## src/design/u64cmd_pkg.sv

```systemverilog
// u64cmd_pkg: commands, widths and pipeline types for uint64_carry_mul_div_unit.
// No dependencies.
`default_nettype none
package u64cmd_pkg;
	localparam int unsigned W = 64;
	localparam int unsigned DIV_STEPS_PER_STAGE = 4;

	typedef enum logic [3:0] {
		CMD_CMP    = 4'd0,
		CMD_ADD    = 4'd1,
		CMD_ADC    = 4'd2,
		CMD_SUB    = 4'd3,
		CMD_SBB    = 4'd4,
		CMD_MUL    = 4'd5,
		CMD_DIV128 = 4'd6,
		CMD_DIVMOD = 4'd7,
		CMD_MOD    = 4'd8
	} cmd_t;

	localparam logic [1:0] ORD_EQ = 2'd0;
	localparam logic [1:0] ORD_LT = 2'd1;
	localparam logic [1:0] ORD_GT = 2'd2;

	typedef struct packed {
		logic [W-1:0] hi;
		logic [W-1:0] lo;
		logic         carry;
		logic [1:0]   ord;
		logic         err;
	} result_t;

	// Divider working set.
	typedef struct packed {
		logic [W-1:0] rem;
		logic [W-1:0] num;   // remaining dividend bits, MSB first; quotient shifts in
		logic [W-1:0] den;
	} div_t;
endpackage
`default_nettype wire

```

## src/design/u64cmd_div_stage.sv

```systemverilog
// u64cmd_div_stage: STEPS combinational restoring-division steps, no registers.
// Depends on u64cmd_pkg.
`default_nettype none
module u64cmd_div_stage #(
	parameter int unsigned STEPS = u64cmd_pkg::DIV_STEPS_PER_STAGE
) (
	input  var u64cmd_pkg::div_t d_in,
	output u64cmd_pkg::div_t d_out
);
	import u64cmd_pkg::*;

	always_comb begin
		logic [W:0] sh;
		d_out = d_in;
		for (int i = 0; i < STEPS; i++) begin
			sh = {d_out.rem, d_out.num[W-1]};
			d_out.num = {d_out.num[W-2:0], 1'b0};
			if (sh >= {1'b0, d_out.den}) begin
				sh = sh - {1'b0, d_out.den};
				d_out.num[0] = 1'b1;
			end
			d_out.rem = sh[W-1:0];
		end
	end
endmodule
`default_nettype wire

```

## config.mk

```make
export PLATFORM = sky130hd
export DESIGN_NAME = u64cmd_div_stage
export DESIGN_NICKNAME = d
export VERILOG_FILES = /design/src/design/u64cmd_pkg.sv /design/src/design/u64cmd_div_stage.sv
export SDC_FILE = /design/constraint.sdc
export NUM_CORES = 1
export LEC_CHECK = 0
export BUFFER_PORTS_ARGS = -buffer_cell sky130_fd_sc_hd__buf_2
export CELL_PAD_IN_SITES_DETAIL_PLACEMENT = 1
export CELL_PAD_IN_SITES_GLOBAL_PLACEMENT = 1
export CORE_MARGIN = 5
export CORE_UTILIZATION = 41
export DETAILED_ROUTE_END_ITERATION = 12
export GPL_ROUTABILITY_DRIVEN = 0
export PLACE_DENSITY = 0.85
export RECOVER_POWER = 100
export SYNTH_ARGS = -nofsm -noshare
export SYNTH_HDL_FRONTEND = slang
export SYNTH_SLANG_ARGS = --single-unit
```

## constraint.sdc

```tcl
create_clock -name vclk -period 28.2
set_input_delay 5.64 -clock vclk [all_inputs]
set_output_delay 5.64 -clock vclk [all_outputs]
set_load 0.01 [all_outputs]
```

==> results.sh, run 1 <==
export IMPL_relSlewSlack_pct=33.9
export IMPL_pre_cts_ws_ns=1.09
export IMPL_grt_pass1_vias=22100
export IMPL_period_needed_ns=27.60
export IMPL_crit_type="in -> out"
export IMPL_grt_usage_pct=30.3
export IMPL_max_cap_violations=0
export IMPL_multi_input_area_mm2=0.0167
export IMPL_drc_errors=0
export IMPL_tightest_slew_ns=0.985
export IMPL_yosysUniqueCellTypes=87
export IMPL_grt_antenna_before_repair=1
export IMPL_status="complete, no violations"
export IMPL_dp_hpwl_um=69900
export IMPL_synth_common_cells="a21oi_1 (336), ha_1 (256), nand2_1 (225), nor2_1 (202), o21ai_0 (199)"
export IMPL_wl_per_cell_um=24.1
export IMPL_cts_resized=0
export IMPL_start_kind="input pin"
export IMPL_timing_critical_path_mode_cell="o21ai_0"
export IMPL_drtIter0Drc=1760
export IMPL_wirelength_um=82000
export IMPL_io_buffers=264
export IMPL_syn_nets=3212
export IMPL_core_area_mm2=0.0452
export IMPL_setup_violations=0
export IMPL_critPathTopFamily="compound AO/OA/AOI/OAI gates"
export IMPL_tns_ns=0
export IMPL_drive_above_1_share_pct=11.6
export IMPL_netlist_area_mm2=0.0187
export IMPL_hold_path_class="in -> out"
export IMPL_synthTopCellsByArea="ha_1 (17%), a21oi_1 (9.0%), mux2_2 (7.2%)"
export IMPL_path_max_fanout=83
export IMPL_worst_slack_ns=0.603
export IMPL_muxShareOfSynthArea_pct=8.47
export IMPL_cp_arrival_ns=21.96
export IMPL_clkbuf_count=0
export IMPL_die_h_um=223
export IMPL_num_io_pins=384
export IMPL_synth_most_common_cell="a21oi_1"
export IMPL_nets=3258
export IMPL_cpPeakStageDelay_ns=0.85
export IMPL_period_share_pct=97.9
export IMPL_firstDrtPassIters=6
export IMPL_initial_core_util_pct=41.3
export IMPL_postCtsSetupBuffers=0
export IMPL_dieWidth_um=223
export IMPL_vias=22000
export IMPL_yosysWarnings=0
export IMPL_grt_max_degree=84
export IMPL_finalHoldViolations=0
export IMPL_nFlopsAndLatches=0
export IMPL_endpoint_kind="primary output"
export IMPL_synth_compound_gate_area_share_pct=33.2
export IMPL_yosysSeqAreaShare_pct=0
export IMPL_synth_top_area_share_pct=17.1
export IMPL_ant_nets=0
export IMPL_synth_avg_cell_area_um2=6.77
export IMPL_synth_top_family_by_area="compound AO/OA/AOI/OAI gates"
export IMPL_area_growth_pct=3.77
export IMPL_regArea_um2=0
export IMPL_rsz0062_at_grt="false"
export IMPL_yosysTopAreaCell="ha_1"
export IMPL_yosys_area_share_adder_pct=17.6
export IMPL_cp_buffers_inverters=11
export IMPL_fill_cells=6041
export IMPL_vias_per_cell=6.45
export IMPL_rows=78
export IMPL_dieArea_mm2=0.0499
export IMPL_grt_pass1_wl_um=124000
export IMPL_hold_buffers=0
export IMPL_required_ns=22.56
export IMPL_slowest_stage="o311ai_0"
export IMPL_diodes=0
export IMPL_synth_cells=2760
export IMPL_synth_simple_area_share_pct=19.8
export IMPL_synth_xor_area_share_pct=10.4
export IMPL_max_freq_mhz=36.2
export IMPL_slew_violations=0
export IMPL_overflow=0
## layout by cell type, fill, tap and decap left out, types with 10 or more instances in the layout
cell / instances
and2_1: 16
o31ai_1: 20
a21o_1: 137
nand2b_1: 34
or2_2: 13
a21boi_0: 16
a41oi_1: 10
clkbuf_1: 105
a31oi_1: 36
nand3_1: 48
a211oi_1: 24
o211ai_1: 17
nand2_1: 225
xnor2_1: 140
mux2i_1: 13
nor2b_1: 31
nand4_1: 58
xor2_1: 81
and3_1: 28
inv_1: 152
nor2_1: 202
o21ai_0: 199
buf_4: 11
buf_2: 156
nor4_1: 19
mux2_2: 109
ha_1: 256
a21oi_1: 336
mux2_1: 20
or3_1: 12
nor3_1: 38
o21a_1: 42
o21bai_1: 44
and4_1: 10
## final timing paths
kind / slack (ns) / start / to / cells after the start
max: 0.60 / d_in[1] / d_out[178] / 55
min: 11.28 / d_in[102] / d_out[106] / 0
## through the flow
step / hold WS [ns] / utilization, % / area (um^2) / cells
after floorplan: 11.37 / - / 18700 / 2760
after global placement: 11.28 / 43.2 / 19500 / 3404
after detailed placement: 11.28 / 43.2 / 19500 / 3404
after CTS: 11.28 / 43.2 / 19500 / 3404
after global routing: 11.28 / 42.9 / 19400 / 3404
final: 11.28 / 42.9 / 19400 / 3404
## area by class of cell
type | count | area share, %
multi-input cells | 2371 | 86.2
inverters | 155 | 3.01
repair buffers | 278 | 6.87
well taps | 600 | 3.87
## kinds of logic after synthesis
group / Yosys count
xor+xnor: 221
buf+inv: 389
fa+ha+maj: 260
compound gates: 983
simple gates: 765
mux: 142
## layer usage
| metal | vias to the layer above | share of wire [%] | global-route usage (%) |
|---|---|---|---|
| met5 | - | 0 | 0 |
| met2 | 1018 | 45 | 50.4 |
| met3 | 239 | 8.1 | 3.99 |
| met4 | 0 | 5.3 | 12.9 |
| li1 | 10100 | - | - |
| met1 | 10600 | 42 | 39.4 |
Power of run 1 is not shown: default switching activity piles up to over one toggle a cycle in this logic, so the estimate is an artifact.
==> inputs of run 2 (changes only) <==
--- a/config.mk
+++ b/config.mk
@@ -5,7 +5,7 @@
 export SDC_FILE = /design/constraint.sdc
 export NUM_CORES = 1
 export LEC_CHECK = 0
-export BUFFER_PORTS_ARGS = -buffer_cell sky130_fd_sc_hd__buf_2
+export BUFFER_PORTS_ARGS = -buffer_cell sky130_fd_sc_hd__buf_4
 export CELL_PAD_IN_SITES_DETAIL_PLACEMENT = 1
 export CELL_PAD_IN_SITES_GLOBAL_PLACEMENT = 1
 export CORE_MARGIN = 5
@@ -14,6 +14,8 @@
 export GPL_ROUTABILITY_DRIVEN = 0
 export PLACE_DENSITY = 0.85
 export RECOVER_POWER = 100
+export SETUP_SLACK_MARGIN = 0.4
+export SLEW_MARGIN = 20
 export SYNTH_ARGS = -nofsm -noshare
 export SYNTH_HDL_FRONTEND = slang
 export SYNTH_SLANG_ARGS = --single-unit
==> run 2 against run 1 <==
Against the previous run: via count rose by 0.45%; routed wire length increased by 0.81%; flip-flop and latch count did not move; die area unchanged; non-clock buffer count unchanged; core utilization is 0.86 points higher; first-iteration DRC count rose by 9.9%; critical path type unchanged; critical endpoint is now d_out[167]; largest cell class unchanged.
==> results.sh, run 2 (synthesis results as in run 1) <==
export IMPL_status="complete, no violations"
export IMPL_dp_hpwl_um=70600
export IMPL_vias=22100
export IMPL_whs_ns=11.28
export IMPL_max_freq_mhz=36.6
export IMPL_drive_above_1_share_pct=11.6
export IMPL_multi_input_area_mm2=0.0167
export IMPL_endpoint_kind="primary output"
export IMPL_grt_usage_pct=30.6
export IMPL_grt_pass1_vias=22400
export IMPL_period_share_pct=96.8
export IMPL_rsz0062_at_grt="false"
export IMPL_dieWidth_um=223
export IMPL_period_needed_ns=27.30
export IMPL_postCtsSetupBuffers=0
export IMPL_clkbuf_count=0
export IMPL_tns_ns=0
export IMPL_vias_per_cell=6.48
export IMPL_fin_cells=3405
export IMPL_overflow=0
export IMPL_io_buffers=264
export IMPL_tightest_slew_ns=0.934
export IMPL_initial_core_util_pct=41.3
export IMPL_fill_cells=6007
export IMPL_wl_per_cell_um=24.3
export IMPL_dp_cells=3404
export IMPL_drc_errors=0
export IMPL_num_io_pins=384
export IMPL_final_cell_mix="a21oi_1 (336), ha_1 (256), nand2_1 (225)"
export IMPL_die_h_um=223
export IMPL_hold_path_class="in -> out"
export IMPL_ant_nets=0
export IMPL_cpPeakStageDelay_ns=0.69
export IMPL_firstDrtPassIters=5
export IMPL_slowest_stage="a31oi_1"
export IMPL_core_area_mm2=0.0452
export IMPL_rows=78
export IMPL_setup_violations=0
export IMPL_cp_arrival_ns=21.66
export IMPL_timing_critical_path_mode_cell="buf_4"
export IMPL_slew_violations=0
export IMPL_grt_max_degree=84
export IMPL_start_kind="input pin"
export IMPL_wirelength_um=82600
export IMPL_drtIter0Drc=1935
export IMPL_finalHoldViolations=0
export IMPL_path_max_fanout=60
export IMPL_required_ns=22.56
export IMPL_dieArea_mm2=0.0499
export IMPL_max_cap_violations=0
export IMPL_nFlopsAndLatches=0
export IMPL_grt_pass1_wl_um=125000
export IMPL_area_growth_pct=5.85
export IMPL_grt_antenna_before_repair=2
export IMPL_layout_commonest_cell="a21oi_1"
export IMPL_crit_type="in -> out"
export IMPL_regArea_um2=0
export IMPL_nets=3258
export IMPL_relSlewSlack_pct=37.4
run 2: cell count changes in the layout (fill, tap and decap cells not counted), moves of 2 or more:
cell       before  now
a2111oi_0       6    4
a2111oi_1       0    2
buf_12          3    1
buf_2         156    0
buf_4          11  172
clkbuf_2        3    0
run 2: routing by layer:
| metal | global-route usage (%) | vias to the layer above | share of wire [%] |
|---|---|---|---|
| li1 | - | 10100 | - |
| met1 | 39.8 | 10600 | 41 |
| met2 | 50.2 | 1073 | 45 |
| met3 | 4.74 | 258 | 8.7 |
| met4 | 12.9 | 2 | 5.3 |
| met5 | 0 | - | 0.011 |
run 2: layout make-up:
class | count | share of cell area (%)
inverters | 155 | 2.95
multi-input cells | 2371 | 84.6
repair buffers | 278 | 8.66
well taps | 600 | 3.80
diodes | 1 | 0.0127
run 2: worst max-delay path, delay by kind of cell:
| family | cells | cell delay (ns) |
|---|---|---|
| buf+inv | 8 | 2.71 |
| mux | 1 | 0.42 |
| compound gates | 30 | 8.72 |
| fa+ha+maj | 4 | 1.72 |
| simple gates | 11 | 2.25 |
run 2: path summary, 6_finish.rpt:
path,start,cells after the start,endpoint,slack (ns)
min,d_in[102],0,d_out[106],11.28
max,d_in[20],54,d_out[167],0.90
run 2: stage by stage:
stage | utilization, % | instance area, um^2 | worst slack (ns)
2_1_floorplan | - | 18700 | 4.83
3_5_place_dp | 44.6 | 20100 | 0.968
3_3_place_gp | 44.6 | 20100 | 1.56
6_report | 43.8 | 19800 | 0.902
4_1_cts | 44.6 | 20100 | 0.885
5_1_grt | 43.8 | 19800 | 0.216
run 2: what timing repair did:
item,4_1_cts,5_1_grt
resized for setup,0,6
hold buffers,0,0
setup endpoints to repair,0,65
Power of run 2 is left out for the same reason.
